`config.mk`:
```
export PLATFORM = sky130hd
export DESIGN_NAME = bresenham_line_point_generator
export DESIGN_NICKNAME = d
export VERILOG_FILES = /design/src/hdl/blpg_pkg.sv /design/src/hdl/bresenham_line_point_generator.sv /design/src/hdl/blpg_front.sv /design/src/hdl/blpg_queue.sv /design/src/hdl/blpg_back.sv
export SDC_FILE = /design/constraint.sdc
export NUM_CORES = 1
export LEC_CHECK = 0
export ABC_AREA = 1
export ABC_CLOCK_PERIOD_IN_PS = 4100
export BUFFER_PORTS_ARGS = -buffer_cell sky130_fd_sc_hd__buf_2
export CAP_MARGIN = 10
export CORE_MARGIN = 2
export CORE_UTILIZATION = 62
export DETAILED_ROUTE_END_ITERATION = 16
export GPL_TIMING_DRIVEN = 0
export PLACE_DENSITY_LB_ADDON = 0.15
export SLEW_MARGIN = 20
export SYNTH_ARGS = -nofsm -noshare
export SYNTH_HDL_FRONTEND = slang
export SYNTH_HIERARCHICAL = 1
export SYNTH_SLANG_ARGS = --single-unit
```
`constraint.sdc`:
```
create_clock -name clk -period 4.1 [get_ports clk]
set_input_delay 0.41 -clock clk [delete_from_list [all_inputs] [get_ports clk]]
set_output_delay 0.41 -clock clk [all_outputs]
set_load 0.005 [all_outputs]
```
`src/hdl/blpg_pkg.sv`:
```
// ----------------------------------------------------------------------------
// blpg_pkg
// Shared types and constants for the line point generator.
// ----------------------------------------------------------------------------
package blpg_pkg;

    localparam int COORD_W     = 6;
    localparam int ERR_W       = COORD_W + 2;
    localparam int GRID_SIZE_D = 64;
    localparam int QUEUE_DEPTH = 2;

    typedef logic [COORD_W-1:0] coord_t;

    typedef struct packed {
        coord_t            x;
        coord_t            y;
        coord_t            xe;
        coord_t            ye;
        coord_t            dx;
        coord_t            dy;
        logic              sx;
        logic              sy;
        logic [ERR_W-1:0]  err;
    } line_desc_t;

    typedef struct packed {
        logic full;
        logic empty;
    } queue_status_t;

endpackage

```
`src/hdl/bresenham_line_point_generator.sv`:
```
// ----------------------------------------------------------------------------
// bresenham_line_point_generator
// Traces a grid line from start to end, one point per result.
//
//   channel  | handshake            | payload
//   ---------+----------------------+----------------------------------
//   in       | in_valid / in_stall  | x_start y_start x_end y_end
//   out      | out_valid / out_stall| point_x point_y last_point
//
// A request yields max(dx,dy)+1 points; the tracer loads it from the queue
// and then steps through them, pausing while out_stall holds the output.
// Two requests can wait in the queue while a line is traced.
// Reset clears the queue, the tracer and the output valid.
// out_stall, while out_valid is high, holds the output register and pauses the tracer.
// ----------------------------------------------------------------------------
module bresenham_line_point_generator
    import blpg_pkg::*;
#(
    parameter int GRID_SIZE   = GRID_SIZE_D,
    parameter int QUEUE_DEPTH = blpg_pkg::QUEUE_DEPTH
)
(
    input  logic   clk,
    input  logic   rst_n,
    input  logic   in_valid,
    output logic   in_stall,
    input  coord_t x_start,
    input  coord_t y_start,
    input  coord_t x_end,
    input  coord_t y_end,
    output logic   out_valid,
    input  logic   out_stall,
    output coord_t point_x,
    output coord_t point_y,
    output logic   last_point
);

    line_desc_t    front_desc;
    line_desc_t    q_data;
    queue_status_t q_status;
    logic          q_pop;

    assign in_stall = q_status.full;

    blpg_front #(
        .GRID_SIZE (GRID_SIZE)
    ) u_front (
        .x_start (x_start),
        .y_start (y_start),
        .x_end   (x_end),
        .y_end   (y_end),
        .desc    (front_desc)
    );

    blpg_queue #(
        .DEPTH (QUEUE_DEPTH)
    ) u_queue (
        .clk       (clk),
        .rst_n     (rst_n),
        .push      (in_valid),
        .push_data (front_desc),
        .pop       (q_pop),
        .pop_data  (q_data),
        .status    (q_status)
    );

    blpg_back u_back (
        .clk        (clk),
        .rst_n      (rst_n),
        .q_status   (q_status),
        .q_data     (q_data),
        .q_pop      (q_pop),
        .out_valid  (out_valid),
        .out_stall  (out_stall),
        .point_x    (point_x),
        .point_y    (point_y),
        .last_point (last_point)
    );

endmodule

```
`src/hdl/blpg_front.sv`:
```
// ----------------------------------------------------------------------------
// blpg_front
// Clamps the endpoints and derives deltas, directions and the initial error.
// ----------------------------------------------------------------------------
module blpg_front
    import blpg_pkg::*;
#(
    parameter int GRID_SIZE = GRID_SIZE_D
)
(
    input  coord_t     x_start,
    input  coord_t     y_start,
    input  coord_t     x_end,
    input  coord_t     y_end,
    output line_desc_t desc
);

    localparam coord_t MAX_C = COORD_W'(GRID_SIZE - 1);

    coord_t xs;
    coord_t ys;
    coord_t xe;
    coord_t ye;

    always_comb
    begin
        xs = (x_start > MAX_C) ? MAX_C : x_start;
        ys = (y_start > MAX_C) ? MAX_C : y_start;
        xe = (x_end   > MAX_C) ? MAX_C : x_end;
        ye = (y_end   > MAX_C) ? MAX_C : y_end;

        desc.x   = xs;
        desc.y   = ys;
        desc.xe  = xe;
        desc.ye  = ye;
        desc.dx  = (xe > xs) ? (xe - xs) : (xs - xe);
        desc.dy  = (ye > ys) ? (ye - ys) : (ys - ye);
        desc.sx  = (xs < xe);
        desc.sy  = (ys < ye);
        desc.err = {2'b00, desc.dx} - {2'b00, desc.dy};
    end

endmodule

```
`src/hdl/blpg_queue.sv`:
```
// ----------------------------------------------------------------------------
// blpg_queue
// Short descriptor queue between the front and the tracer.
// ----------------------------------------------------------------------------
module blpg_queue
    import blpg_pkg::*;
#(
    parameter int DEPTH = QUEUE_DEPTH
)
(
    input  logic          clk,
    input  logic          rst_n,
    input  logic          push,
    input  line_desc_t    push_data,
    input  logic          pop,
    output line_desc_t    pop_data,
    output queue_status_t status
);

    localparam int PTR_W = (DEPTH > 1) ? $clog2(DEPTH) : 1;
    localparam int CNT_W = $clog2(DEPTH + 1);
    localparam logic [PTR_W-1:0] LAST_PTR = PTR_W'(DEPTH - 1);
    localparam logic [CNT_W-1:0] FULL_CNT = CNT_W'(DEPTH);

    line_desc_t       entry_reg [DEPTH];
    logic [PTR_W-1:0] wr_ptr_reg;
    logic [PTR_W-1:0] wr_ptr_next;
    logic [PTR_W-1:0] rd_ptr_reg;
    logic [PTR_W-1:0] rd_ptr_next;
    logic [CNT_W-1:0] count_reg;
    logic [CNT_W-1:0] count_next;
    logic             do_push;
    logic             do_pop;

    assign status.full  = (count_reg == FULL_CNT);
    assign status.empty = (count_reg == '0);
    assign do_push      = push && !status.full;
    assign do_pop       = pop && !status.empty;
    assign pop_data     = entry_reg[rd_ptr_reg];

    always_comb
    begin
        wr_ptr_next = wr_ptr_reg;
        rd_ptr_next = rd_ptr_reg;
        count_next  = count_reg;
        if (do_push)
        begin
            wr_ptr_next = (wr_ptr_reg == LAST_PTR) ? '0 : wr_ptr_reg + 1'b1;
        end
        if (do_pop)
        begin
            rd_ptr_next = (rd_ptr_reg == LAST_PTR) ? '0 : rd_ptr_reg + 1'b1;
        end
        case ({do_push, do_pop})
            2'b10:   count_next = count_reg + 1'b1;
            2'b01:   count_next = count_reg - 1'b1;
            default: count_next = count_reg;
        endcase
    end

    always_ff @(posedge clk or negedge rst_n)
    begin
        if (!rst_n)
        begin
            wr_ptr_reg <= '0;
            rd_ptr_reg <= '0;
            count_reg  <= '0;
        end
        else
        begin
            wr_ptr_reg <= wr_ptr_next;
            rd_ptr_reg <= rd_ptr_next;
            count_reg  <= count_next;
        end
    end

    always_ff @(posedge clk)
    begin
        if (do_push)
        begin
            entry_reg[wr_ptr_reg] <= push_data;
        end
    end

endmodule

```
`src/hdl/blpg_back.sv`:
```
// ----------------------------------------------------------------------------
// blpg_back
// Line tracer: steps the error term and emits one point per cycle while tracing, unless out_stall holds the output.
// ----------------------------------------------------------------------------
module blpg_back
    import blpg_pkg::*;
(
    input  logic          clk,
    input  logic          rst_n,
    input  queue_status_t q_status,
    input  line_desc_t    q_data,
    output logic          q_pop,
    output logic          out_valid,
    input  logic          out_stall,
    output coord_t        point_x,
    output coord_t        point_y,
    output logic          last_point
);

    typedef enum logic [1:0] {
        ST_IDLE = 2'b01,
        ST_RUN  = 2'b10
    } state_t;

    state_t            state_reg;
    state_t            state_next;
    line_desc_t        cur_reg;
    line_desc_t        cur_next;
    logic              ovalid_reg;
    logic              ovalid_next;
    coord_t            px_reg;
    coord_t            py_reg;
    logic              plast_reg;
    logic              emit;
    logic              at_end;
    logic              step_x;
    logic              step_y;
    logic signed [ERR_W:0] e2;
    logic signed [ERR_W:0] ndy;
    logic signed [ERR_W:0] pdx;
    logic signed [ERR_W:0] err_sum;

    assign out_valid  = ovalid_reg;
    assign point_x    = px_reg;
    assign point_y    = py_reg;
    assign last_point = plast_reg;

    assign at_end = (cur_reg.x == cur_reg.xe) && (cur_reg.y == cur_reg.ye);
    assign emit   = (state_reg == ST_RUN) && (!ovalid_reg || !out_stall);
    assign q_pop  = (state_reg == ST_IDLE) && !q_status.empty;

    always_comb
    begin
        e2      = $signed({cur_reg.err, 1'b0});
        pdx     = $signed({3'b000, cur_reg.dx});
        ndy     = -$signed({3'b000, cur_reg.dy});
        step_x  = (e2 > ndy);
        step_y  = (e2 < pdx);
        err_sum = $signed({cur_reg.err[ERR_W-1], cur_reg.err})
                  + (step_x ? ndy : '0) + (step_y ? pdx : '0);
    end

    always_comb
    begin
        state_next  = state_reg;
        cur_next    = cur_reg;
        ovalid_next = ovalid_reg && out_stall;
        case (state_reg)
            ST_IDLE:
            begin
                if (q_pop)
                begin
                    cur_next   = q_data;
                    state_next = ST_RUN;
                end
            end
            ST_RUN:
            begin
                if (emit)
                begin
                    ovalid_next  = 1'b1;
                    cur_next.err = err_sum[ERR_W-1:0];
                    if (step_x)
                    begin
                        cur_next.x = cur_reg.sx ? cur_reg.x + 1'b1 : cur_reg.x - 1'b1;
                    end
                    if (step_y)
                    begin
                        cur_next.y = cur_reg.sy ? cur_reg.y + 1'b1 : cur_reg.y - 1'b1;
                    end
                    if (at_end)
                    begin
                        state_next = ST_IDLE;
                    end
                end
            end
            default:
            begin
                state_next = ST_IDLE;
            end
        endcase
    end

    always_ff @(posedge clk or negedge rst_n)
    begin
        if (!rst_n)
        begin
            state_reg  <= ST_IDLE;
            ovalid_reg <= 1'b0;
        end
        else
        begin
            state_reg  <= state_next;
            ovalid_reg <= ovalid_next;
        end
    end

    always_ff @(posedge clk)
    begin
        cur_reg <= cur_next;
        if (emit)
        begin
            px_reg    <= cur_reg.x;
            py_reg    <= cur_reg.y;
            plast_reg <= at_end;
        end
    end

endmodule

```
==> qor.yml, run 1 <==
status:
  status: "complete, no violations"
logic_synthesis:
  synth-edff-count: 151
  synth_area_um2: 8830
  yosys.area.top_type: "edfxtp_1"
  synth_area_leaders: "edfxtp_1, nand2_1, ha_1"
  synthesis.nets: 999
  yosys.area.top_type_share_pct: 51.3
  yosysSeqAreaShare_pct: 53.3
  yosys_most_used_dff: "edfxtp_1"
  synth-seq-cells: 158
  synth_cells: 907
  ys_warn_count: 6
  syn_avg_cell_area_um2: 9.74
  synth_cell_types: 43
  synthArstFlopShare_pct: 4.43
final_layout:
  drive_above_1_share_pct: 17.8
  antennaDiodeCount: 0
  largest_reg_flops: 92
  synthToLayoutAreaGrowth_pct: 15.2
  final_common_cell: "nand2_1"
  final_cell_mix: "nand2_1, edfxtp_1, inv_1, buf_2, ha_1"
  nets: 1073
clocking:
  clock-root-buffer: "clkbuf_16"
  clkTransAtPathRegs_ns: 0.06
  clockBufferDepth: 2
  clock_latency_ns: 0.42
  cts_buffers: 17
  cts_tree: "built"
  cts_sinks: 158
  ctsHtreeMaxLevel: 4
critical_path:
  reg2reg_to: "u_back/cur_reg[6]"
  critPathSlowestCell: "fa_1"
  crit_arrival_ns: 4.25
  cp_top_family: "simple AND/OR/NAND/NOR gates"
  slowest_delay_ns: 0.51
  r2r_start: "u_back/cur_reg[10]"
  crit_path_end_kind: "register"
  r2r_slack_ns: 0.01
  cp.required_ns: 4.27
  cp_num_buf_inv: 2
  path_cells: "nor3_4 -> nor3b_4 -> or2_2 -> nand2_1 -> ha_1 -> nand2_2 -> nor2_1 -> a21oi_4 -> nand2_2 -> nand2_4 -> inv_4 -> or2_4 -> fa_1 -> inv_2 -> ha_4 -> a21oi_2 -> nand2_1 -> nand2_2 -> nand2_2 -> a21oi_2 -> nand2_1 -> nand2_1 -> o21ai_1"
  r2r_cells: 23
  cp-start-kind: "register"
  crit_fanout: 6
  worstSetupPathType: "reg -> reg"
grt:
  grt_util_all_layers_pct: 24.8
  grt_pass1_wl_mm: 28.0
  antenna_found_initial: 0
  grt-ovfl-total: 0
  grt_max_degree: 38
  grt_pass1_vias: 5830
sta:
  whs_ns: 0.243
  setup_viol: 0
  tns_ns: 0
  period_share_pct: 99.7
  post-route-min-period_ns: 4.09
  hold_viol: 0
  slew_headroom_pct: 28.3
  clock_skew_ns: 0.00664
  rsz0062_at_grt: "true"
  timing.fmax_ghz: 0.245
  slew_viol_final: 0
  worst_pin_slew_ns: 1.07
power_and_ir_drop:
  seqPwrFrac_pct: 39.4
  pwr_density_cell_nw_per_um2: 647
  sw_frac_of_total_pct: 34.8
  p_switching_uw: 2290
  peakVddDrop_uv: 342
  power.leakage_uw: 0.00465
  internal_power_uw: 4300
  comb_power_share_pct: 37.5
  p_clk_share_pct: 23.1
routing:
  wl_mm: 17.3
  ant_nets: 0
  drt-pass1-iter-count: 5
  drc: 0
  avgRoutedWirePerCell_um: 14.8
  via_count: 6069
  vias_per_cell: 5.17
  drt_iter0_drc: 471
floorplanning:
  die_area_um2: 15200
  initial_core_util_pct: 63.6
  fp.coreArea_um2: 13900
  ios: 43
  die_x_um: 123
  die_h_um: 123
  rows: 43
worst_hold_path:
  min_path_cells: 3
  hp-class: "in -> reg"
  min_to: "u_back/out_valid"
  min_from: "out_stall"
placed_design:
  place_congestion: 0.879
  port_buffers: 42
  place_hpwl_mm: 12.5
flow_run:
  drv_cap: 0
==> worst min-delay path, cell delays in order <==
cell	delay, ns
buf_2	0.07
nand2_1	0.07
nand2_1	0.08
==> stage by stage <==
step | std cells | area, µm² | util [%] | power (µW) | worst slack (ns)
finish | 1174 | 10200 | 73.3 | 6590 | 0.0135
global route | 1174 | 10200 | 73.3 | 7040 | -0.198
CTS | 1168 | 9990 | 72.0 | 6390 | 0.00200
detailed placement | 1132 | 9350 | 67.4 | 4780 | -0.256
global placement | 1129 | 9270 | 66.8 | 4650 | -0.138
floorplan | 907 | 8830 | - | 4180 | 0.311
==> cells in the mapped netlist (2+ instances only) <==
library cell and count:
a21oi_1 25, a21oi_2 2, a21oi_4 2, a22o_1 7, a31oi_1 2, buf_2 5
buf_4 3, buf_6 6, clkbuf_1 26, dfrtp_1 6, edfxtp_1 151, fa_1 14
ha_1 50, inv_1 118, inv_2 13, nand2_1 298, nand2_2 14, nand2_4 4
nand3_1 30, nand3b_1 2, nand4_1 7, nor2_1 31, nor2_2 2, nor2_4 3
nor3_1 3, nor3_2 2, nor4_1 3, o21ai_0 14, o21ai_1 13, o21bai_1 3
or2_1 2, or2_2 3, xnor2_1 8, xor2_1 26
==> layer usage <==
layer  up-vias  global-route usage, %  routed length, µm  share of wire [%]
li1       3073                      -                  -                  -
met1      2817                   34.3               7980                 46
met2       155                   38.7               8200                 47
met3        24                   4.89                804                4.6
met4         0                   10.3                332                1.9
met5         -                      0                  0                  0
==> power groups by stage <==
stage	logic (µW)	clock network, µW	registers, µW
floorplan	1600	0	2580
global placement	2030	0	2630
detailed placement	2160	0	2620
CTS	2250	1540	2590
global route	2780	1620	2640
finish	2470	1520	2600
==> cell type report <==
class	instances	area, µm²
buffer	40	213
clock buffer	19	433
clock inverter	13	141
fill	1004	3710
inverter	131	494
multi-input combinational	578	3590
sequential	158	4710
tap	180	225
timing repair buffer	55	363
==> cell families after synthesis <==
group	after synthesis	share of synthesized area (%)
buffers and inverters	171	7.97
xor gates and xnor gates	34	3.37
DFF	158	53.3
AOI/OAI and AO/OA	72	5.06
and+or+nand+nor	408	20.0
adders and majority gates	64	10.3
==> worst max path at each step <==
| stage | cells past startpoint | slack, ns | from | end |
|---|---|---|---|---|
| 2_1_floorplan | 26 | 0.31 | u_back/cur_reg[10] | u_back/cur_reg[6] |
| 3_3_place_gp | 26 | -0.14 | u_back/cur_reg[10] | u_back/cur_reg[6] |
| 3_5_place_dp | 26 | -0.26 | u_back/cur_reg[10] | u_back/cur_reg[6] |
| 4_1_cts | 26 | 0.002 | u_back/cur_reg[10] | u_back/cur_reg[6] |
| 5_1_grt | 26 | -0.20 | u_back/cur_reg[10] | u_back/cur_reg[6] |
| 6_report | 23 | 0.01 | u_back/cur_reg[10] | u_back/cur_reg[6] |
==> repair_timing <==
action / 4_1_cts / 5_1_grt
pin swaps: 3 / 23
hold endpoints to repair: 6 / 0
hold buffers: 1 / 0
setup endpoints to repair: 3 / 3
gates resized for setup: 6 / 30
buffers inserted: 3 / 6
Power figures use the tool's default switching activity.
==> run 2: changes to the inputs <==
--- a/config.mk
+++ b/config.mk
@@ -17,5 +17,4 @@
 export SLEW_MARGIN = 20
 export SYNTH_ARGS = -nofsm -noshare
 export SYNTH_HDL_FRONTEND = slang
-export SYNTH_HIERARCHICAL = 1
 export SYNTH_SLANG_ARGS = --single-unit
==> qor.yml, run 2 <==
logic_synthesis:
  yosys.area.top_type: "edfxtp_1"
  synth_top_family_by_area: "simple AND/OR/NAND/NOR gates"
  synthArstFlopShare_pct: 4.49
  synth-compound-area-share_pct: 5.85
  synth-seq-cells: 156
  synth_cell_types: 39
  synth_cells: 844
  synth_common_cells: "nand2_1, edfxtp_1, inv_1"
  synthesis.nets: 948
  synth-edff-count: 149
  yosysSeqAreaShare_pct: 54.2
  ys_warn_count: 0
  synth_fa_ha_area_share_pct: 12.3
  yosysMostFrequentCell: "nand2_1"
  synth_area_um2: 8580
  yosys.area_share.simple_pct: 15.5
  muxShareOfSynthArea_pct: 0.583
  syn_avg_cell_area_um2: 10.2
  synth_area_leaders: "edfxtp_1, nand2_1, ha_1"
  yosys.area.top_type_share_pct: 52.1
  synthXorXnorAreaFrac_pct: 4.29
  yosys_most_used_dff: "edfxtp_1"
placed_design:
  placed_area_um2: 9070
  port_buffers: 42
  place_congestion: 0.876
  dp_cells: 1064
  place_hpwl_mm: 13.6
  post-place-ws_ns: -0.250
grt:
  grt_max_degree: 30
  antenna_found_initial: 0
  grt-ovfl-total: 0
  grt_util_all_layers_pct: 25.7
  grt_busiest_layer: "met2"
  grt_pass1_vias: 5728
  grt_util_met1_pct: 34.9
  gr-usage-met2_pct: 43.4
  grt_pass1_wl_mm: 28.8
  use_met3_pct: 4.12
clocking:
  clock-root-buffer: "clkbuf_16"
  cts_tree: "built"
  clock_latency_ns: 0.41
  cts_buffers: 17
  cts_sinks: 156
  clkTransAtPathRegs_ns: 0.06
  clockBufferDepth: 2
  ctsHtreeMaxLevel: 4
floorplanning:
  die_area_um2: 14800
  die_x_um: 122
  initial_core_util_pct: 64.0
  rows: 42
  die_h_um: 122
  fp.coreArea_um2: 13400
  ios: 43
sta:
  setup_ws_ns: 0.0877
  slew_viol_final: 0
  period_share_pct: 97.9
  setup_viol: 0
  worst_pin_slew_ns: 0.997
  hold_viol: 0
  timing.fmax_ghz: 0.249
  slew_headroom_pct: 32.8
  post-route-min-period_ns: 4.01
  clock_skew_ns: 0.00683
final_layout:
  stdcell_count: 1109
  largest_reg_flops: 90
  multi_input_area_um2: 3560
  finish.instance_area_um2: 10000
  antennaDiodeCount: 0
  final_cell_mix: "nand2_1, edfxtp_1, inv_1, ha_1, buf_2"
  drive_above_1_share_pct: 16.2
  final_common_cell: "nand2_1"
  synthToLayoutAreaGrowth_pct: 16.6
  regArea_um2: 4650
  final_core_util_pct: 74.6
  nets: 1024
  fillers: 865
critical_path:
  r2r_slack_ns: 0.09
  reg2reg_to: "u_back.cur_reg[7]"
  cp.required_ns: 4.27
  cp-start-kind: "register"
  r2r_start: "u_back.cur_reg[11]"
  critPathSlowestCell: "edfxtp_1"
  slowest_delay_ns: 0.43
  crit_path_frequent_cell: "nand2_1"
  crit_path_end_kind: "register"
  r2r_cells: 26
  worstSetupPathType: "reg -> reg"
  crit_arrival_ns: 4.18
  crit_fanout: 4
power_and_ir_drop:
  internal_power_uw: 5160
  p_total_uw: 8720
  peakVddDrop_uv: 427
  pwr_density_cell_nw_per_um2: 872
  p_switching_uw: 3560
  comb_power_share_pct: 48.0
  power.leakage_uw: 0.00451
  seqPwrFrac_pct: 33.9
  sw_frac_of_total_pct: 40.8
  p_clk_share_pct: 18.0
routing:
  ant_nets: 0
  drt-pass1-iter-count: 5
  wl_mm: 18.8
  drc: 0
  via_count: 6031
  vias_per_cell: 5.44
  drt_iter0_drc: 653
  avgRoutedWirePerCell_um: 17.0
flow_run:
  drv_cap: 0
worst_hold_path:
  min_from: "out_stall"
  hp-class: "in -> reg"
  min_to: "u_back.out_valid"
  min_path_cells: 3
status:
  status: "complete, no violations"
run 2: worst max-delay path by stage:
stage | from | endpoint | slack [ns] | cells past startpoint
after floorplan | u_back.cur_reg[11] | u_back.cur_reg[6] | 0.30 | 25
after global placement | u_back.cur_reg[11] | u_back.cur_reg[6] | -0.16 | 26
after detailed placement | u_back.cur_reg[10] | u_back.cur_reg[6] | -0.25 | 26
after CTS | u_back.cur_reg[10] | u_back.cur_reg[6] | 0.01 | 26
after global routing | u_back.cur_reg[11] | u_back.cur_reg[7] | -0.11 | 27
final | u_back.cur_reg[11] | u_back.cur_reg[7] | 0.09 | 26
run 2: through the flow:
stage	TNS [ns]	hold slack, ns
5_1_grt	-0.188	0.285
6_report	0	0.259
3_3_place_gp	-1.45	0.271
2_1_floorplan	0	0.114
3_5_place_dp	-0.474	0.278
4_1_cts	0	0.233
run 2: per-layer routing:
| layer | vias to the layer above | share of wire, % |
|---|---|---|
| met5 | - | 0 |
| met4 | 0 | 1.9 |
| met3 | 38 | 5.4 |
| met2 | 219 | 50 |
| met1 | 2863 | 43 |
| li1 | 2911 | - |
run 2: final cells by class:
type	count	area share (%)
tap	176	2.20
inverter	121	4.54
multi-input combinational	527	35.6
buffer	40	1.71
clock buffer	18	4.29
timing repair buffer	57	3.50
sequential	156	46.5
clock inverter	14	1.69
run 2: power by group through the flow:
| stage | logic [µW] | clock network, µW | registers [µW] |
|---|---|---|---|
| after CTS | 3680 | 1580 | 2930 |
| after detailed placement | 3560 | 0 | 2950 |
| after floorplan | 2620 | 0 | 2840 |
| final | 4190 | 1570 | 2960 |
| after global placement | 3310 | 0 | 2930 |
| after global routing | 4620 | 1660 | 3010 |
run 2: kinds of logic (layout without fill, tap and decap cells):
group	Yosys count	in the layout
AND/OR/NAND/NOR	328	328
buffers and inverters	161	250
flip-flops	156	156
adder cells (fa/ha/maj)	76	76
AO/OA/AOI/OAI	76	76
XOR/XNOR	42	42
multiplexers	5	5
run 2: timing repair:
item	in CTS	in global routing
pin swaps	3	20
setup endpoints to repair	3	4
hold buffers	1	0
hold endpoints to repair	6	0
resized for setup	11	36
setup buffers	2	10
run 2: critical path: cells and delay by family, from the launching register on:
| kind | cells | cell delay [ns] |
|---|---|---|
| buf+inv | 4 | 0.29 |
| fa+ha+maj | 4 | 1.30 |
| simple gates | 18 | 1.76 |
| flops | 1 | 0.43 |
==> run 3: changes to the inputs <==
--- a/config.mk
+++ b/config.mk
@@ -6,10 +6,10 @@
 export NUM_CORES = 1
 export LEC_CHECK = 0
 export ABC_AREA = 1
-export ABC_CLOCK_PERIOD_IN_PS = 4100
+export ABC_CLOCK_PERIOD_IN_PS = 4200
 export BUFFER_PORTS_ARGS = -buffer_cell sky130_fd_sc_hd__buf_2
 export CAP_MARGIN = 10
-export CORE_MARGIN = 2
+export CORE_MARGIN = 3
 export CORE_UTILIZATION = 62
 export DETAILED_ROUTE_END_ITERATION = 16
 export GPL_TIMING_DRIVEN = 0
==> constraint.sdc (replaced) <==
create_clock -name clk -period 4.2 [get_ports clk]
set_input_delay 0.42 -clock clk [delete_from_list [all_inputs] [get_ports clk]]
set_output_delay 0.42 -clock clk [all_outputs]
set_load 0.005 [all_outputs]
==> qor.yml, run 3 (synthesis gave the netlist of run 2 again) <==
sta:
  slew_viol_final: 0
  whs_ns: 0.254
  rsz0062_at_grt: "true"
  post-route-min-period_ns: 4.09
  slew_headroom_pct: 30.0
  worst_pin_slew_ns: 1.04
  tns_ns: 0
  hold_viol: 0
  period_share_pct: 97.5
  clock_skew_ns: 0.00817
  setup_viol: 0
  timing.fmax_ghz: 0.244
final_layout:
  regArea_um2: 4650
  drive_above_1_share_pct: 16.5
  antennaDiodeCount: 0
  fillers: 925
  largest_reg_flops: 90
  final_cell_mix: "nand2_1, edfxtp_1, inv_1, ha_1, buf_2"
  synthToLayoutAreaGrowth_pct: 16.5
  nets: 1023
  final_core_util_pct: 74.6
  multi_input_area_um2: 3550
  final_common_cell: "nand2_1"
floorplanning:
  ios: 43
  die_x_um: 124
  rows: 42
  initial_core_util_pct: 64.0
  fp.coreArea_um2: 13400
  die_h_um: 124
  die_area_um2: 15300
power_and_ir_drop:
  power.leakage_uw: 0.00449
  pwr_density_cell_nw_per_um2: 839
  p_switching_uw: 3430
  seqPwrFrac_pct: 34.4
  internal_power_uw: 4960
  sw_frac_of_total_pct: 40.8
  comb_power_share_pct: 48.8
  p_clk_share_pct: 16.8
  peakVddDrop_uv: 429
placed_design:
  port_buffers: 42
  place_congestion: 0.912
  place_hpwl_mm: 13.3
clocking:
  clkTransAtPathRegs_ns: 0.06
  cts_sinks: 156
  clockBufferDepth: 2
  cts_tree: "built"
  clock_latency_ns: 0.41
  ctsHtreeMaxLevel: 4
  clock-root-buffer: "clkbuf_16"
  cts_buffers: 17
routing:
  vias_per_cell: 5.38
  avgRoutedWirePerCell_um: 16.4
  drt_iter0_drc: 553
  ant_nets: 0
  drt-pass1-iter-count: 5
  drc: 0
  via_count: 5966
  wl_mm: 18.1
grt:
  grt-ovfl-total: 0
  grt_pass1_wl_mm: 28.1
  grt_pass1_vias: 5642
  grt_max_degree: 30
  grt_util_all_layers_pct: 24.5
  antenna_found_initial: 0
critical_path:
  crit_arrival_ns: 4.25
  worstSetupPathType: "reg -> reg"
  crit_path_end_kind: "register"
  crit_fanout: 5
  cp.required_ns: 4.36
  cp-start-kind: "register"
worst_hold_path:
  hp-class: "in -> reg"
flow_run:
  drv_cap: 0
status:
  status: "complete, no violations"
-- run 3: routing by layer --
metal / global-route usage [%] / vias up / share of wire [%]
met1: 33.6 / 2808 / 44
met4: 8.30 / 0 / 2.6
li1: - / 2916 / -
met2: 40.0 / 214 / 48
met3: 4.36 / 28 / 5.6
met5: 0 / - / 0
-- run 3: timing repair --
| item | CTS | global route |
|---|---|---|
| pin swaps | 1 | 26 |
| hold buffers | 1 | 0 |
| setup endpoints to repair | 3 | 4 |
| endpoints found under the hold margin | 6 | 0 |
| buffers inserted | 1 | 8 |
| resized for setup | 5 | 50 |
-- run 3: path summary, 6_finish.rpt --
path                                       endpoint  slack, ns                start  cells after the start
min in group asynchronous        u_queue.wr_ptr_reg       0.39                rst_n                      2
worst min register to register  u_back.state_reg[0]       0.51  u_back.state_reg[0]                      2
max in group asynchronous       u_back.state_reg[0]       3.56                rst_n                      2
worst min-delay path               u_back.out_valid       0.25            out_stall                      3
worst max-delay path              u_back.cur_reg[6]       0.11   u_back.cur_reg[10]                     25
worst max register to register    u_back.cur_reg[6]       0.11   u_back.cur_reg[10]                     25
-- run 3: cell type report --
| type | count | share of cell area [%] |
|---|---|---|
| buffer | 40 | 1.71 |
| clock buffer | 18 | 4.29 |
| clock inverter | 14 | 1.23 |
| inverter | 121 | 4.57 |
| multi-input combinational | 527 | 35.5 |
| sequential | 156 | 46.5 |
| tap | 176 | 2.20 |
| timing repair buffer | 56 | 4.02 |
-- run 3: power groups by stage --
stage | Clock, µW | Sequential [µW] | Combinational (µW)
2_1_floorplan | 0 | 2780 | 2560
3_3_place_gp | 0 | 2860 | 3240
3_5_place_dp | 0 | 2870 | 3480
4_1_cts | 1420 | 2850 | 3600
5_1_grt | 1490 | 2930 | 4580
6_report | 1410 | 2890 | 4090
-- run 3: critical path: stages (launching register included) --
cell      delay (ns)
edfxtp_1        0.48
nor3_4          0.24
inv_1           0.08
nor3_2          0.25
or2_4           0.19
nand2_4         0.05
ha_4            0.27
nand2_4         0.06
nor2_4          0.09
nand2_2         0.08
nand3_2         0.07
nand2_2         0.07
nand2_4         0.09
inv_4           0.04
or2_4           0.25
fa_1            0.56
inv_2           0.05
ha_4            0.23
a21oi_2         0.13
nand2_1         0.08
nand2_1         0.10
nand2_1         0.08
a21oi_2         0.15
nand2_1         0.07
nand2_1         0.05
o21ai_1         0.06
-- run 3: per-stage QoR --
stage | instance area [µm²] | setup WS (ns) | total power (µW) | instances
floorplan | 8580 | 0.396 | 5330 | 844
global route | 10000 | -0.129 | 8990 | 1108
detailed placement | 9140 | -0.232 | 6350 | 1066
global placement | 9010 | -0.0368 | 6100 | 1062
CTS | 9730 | 0.0200 | 7870 | 1100
finish | 10000 | 0.106 | 8390 | 1108
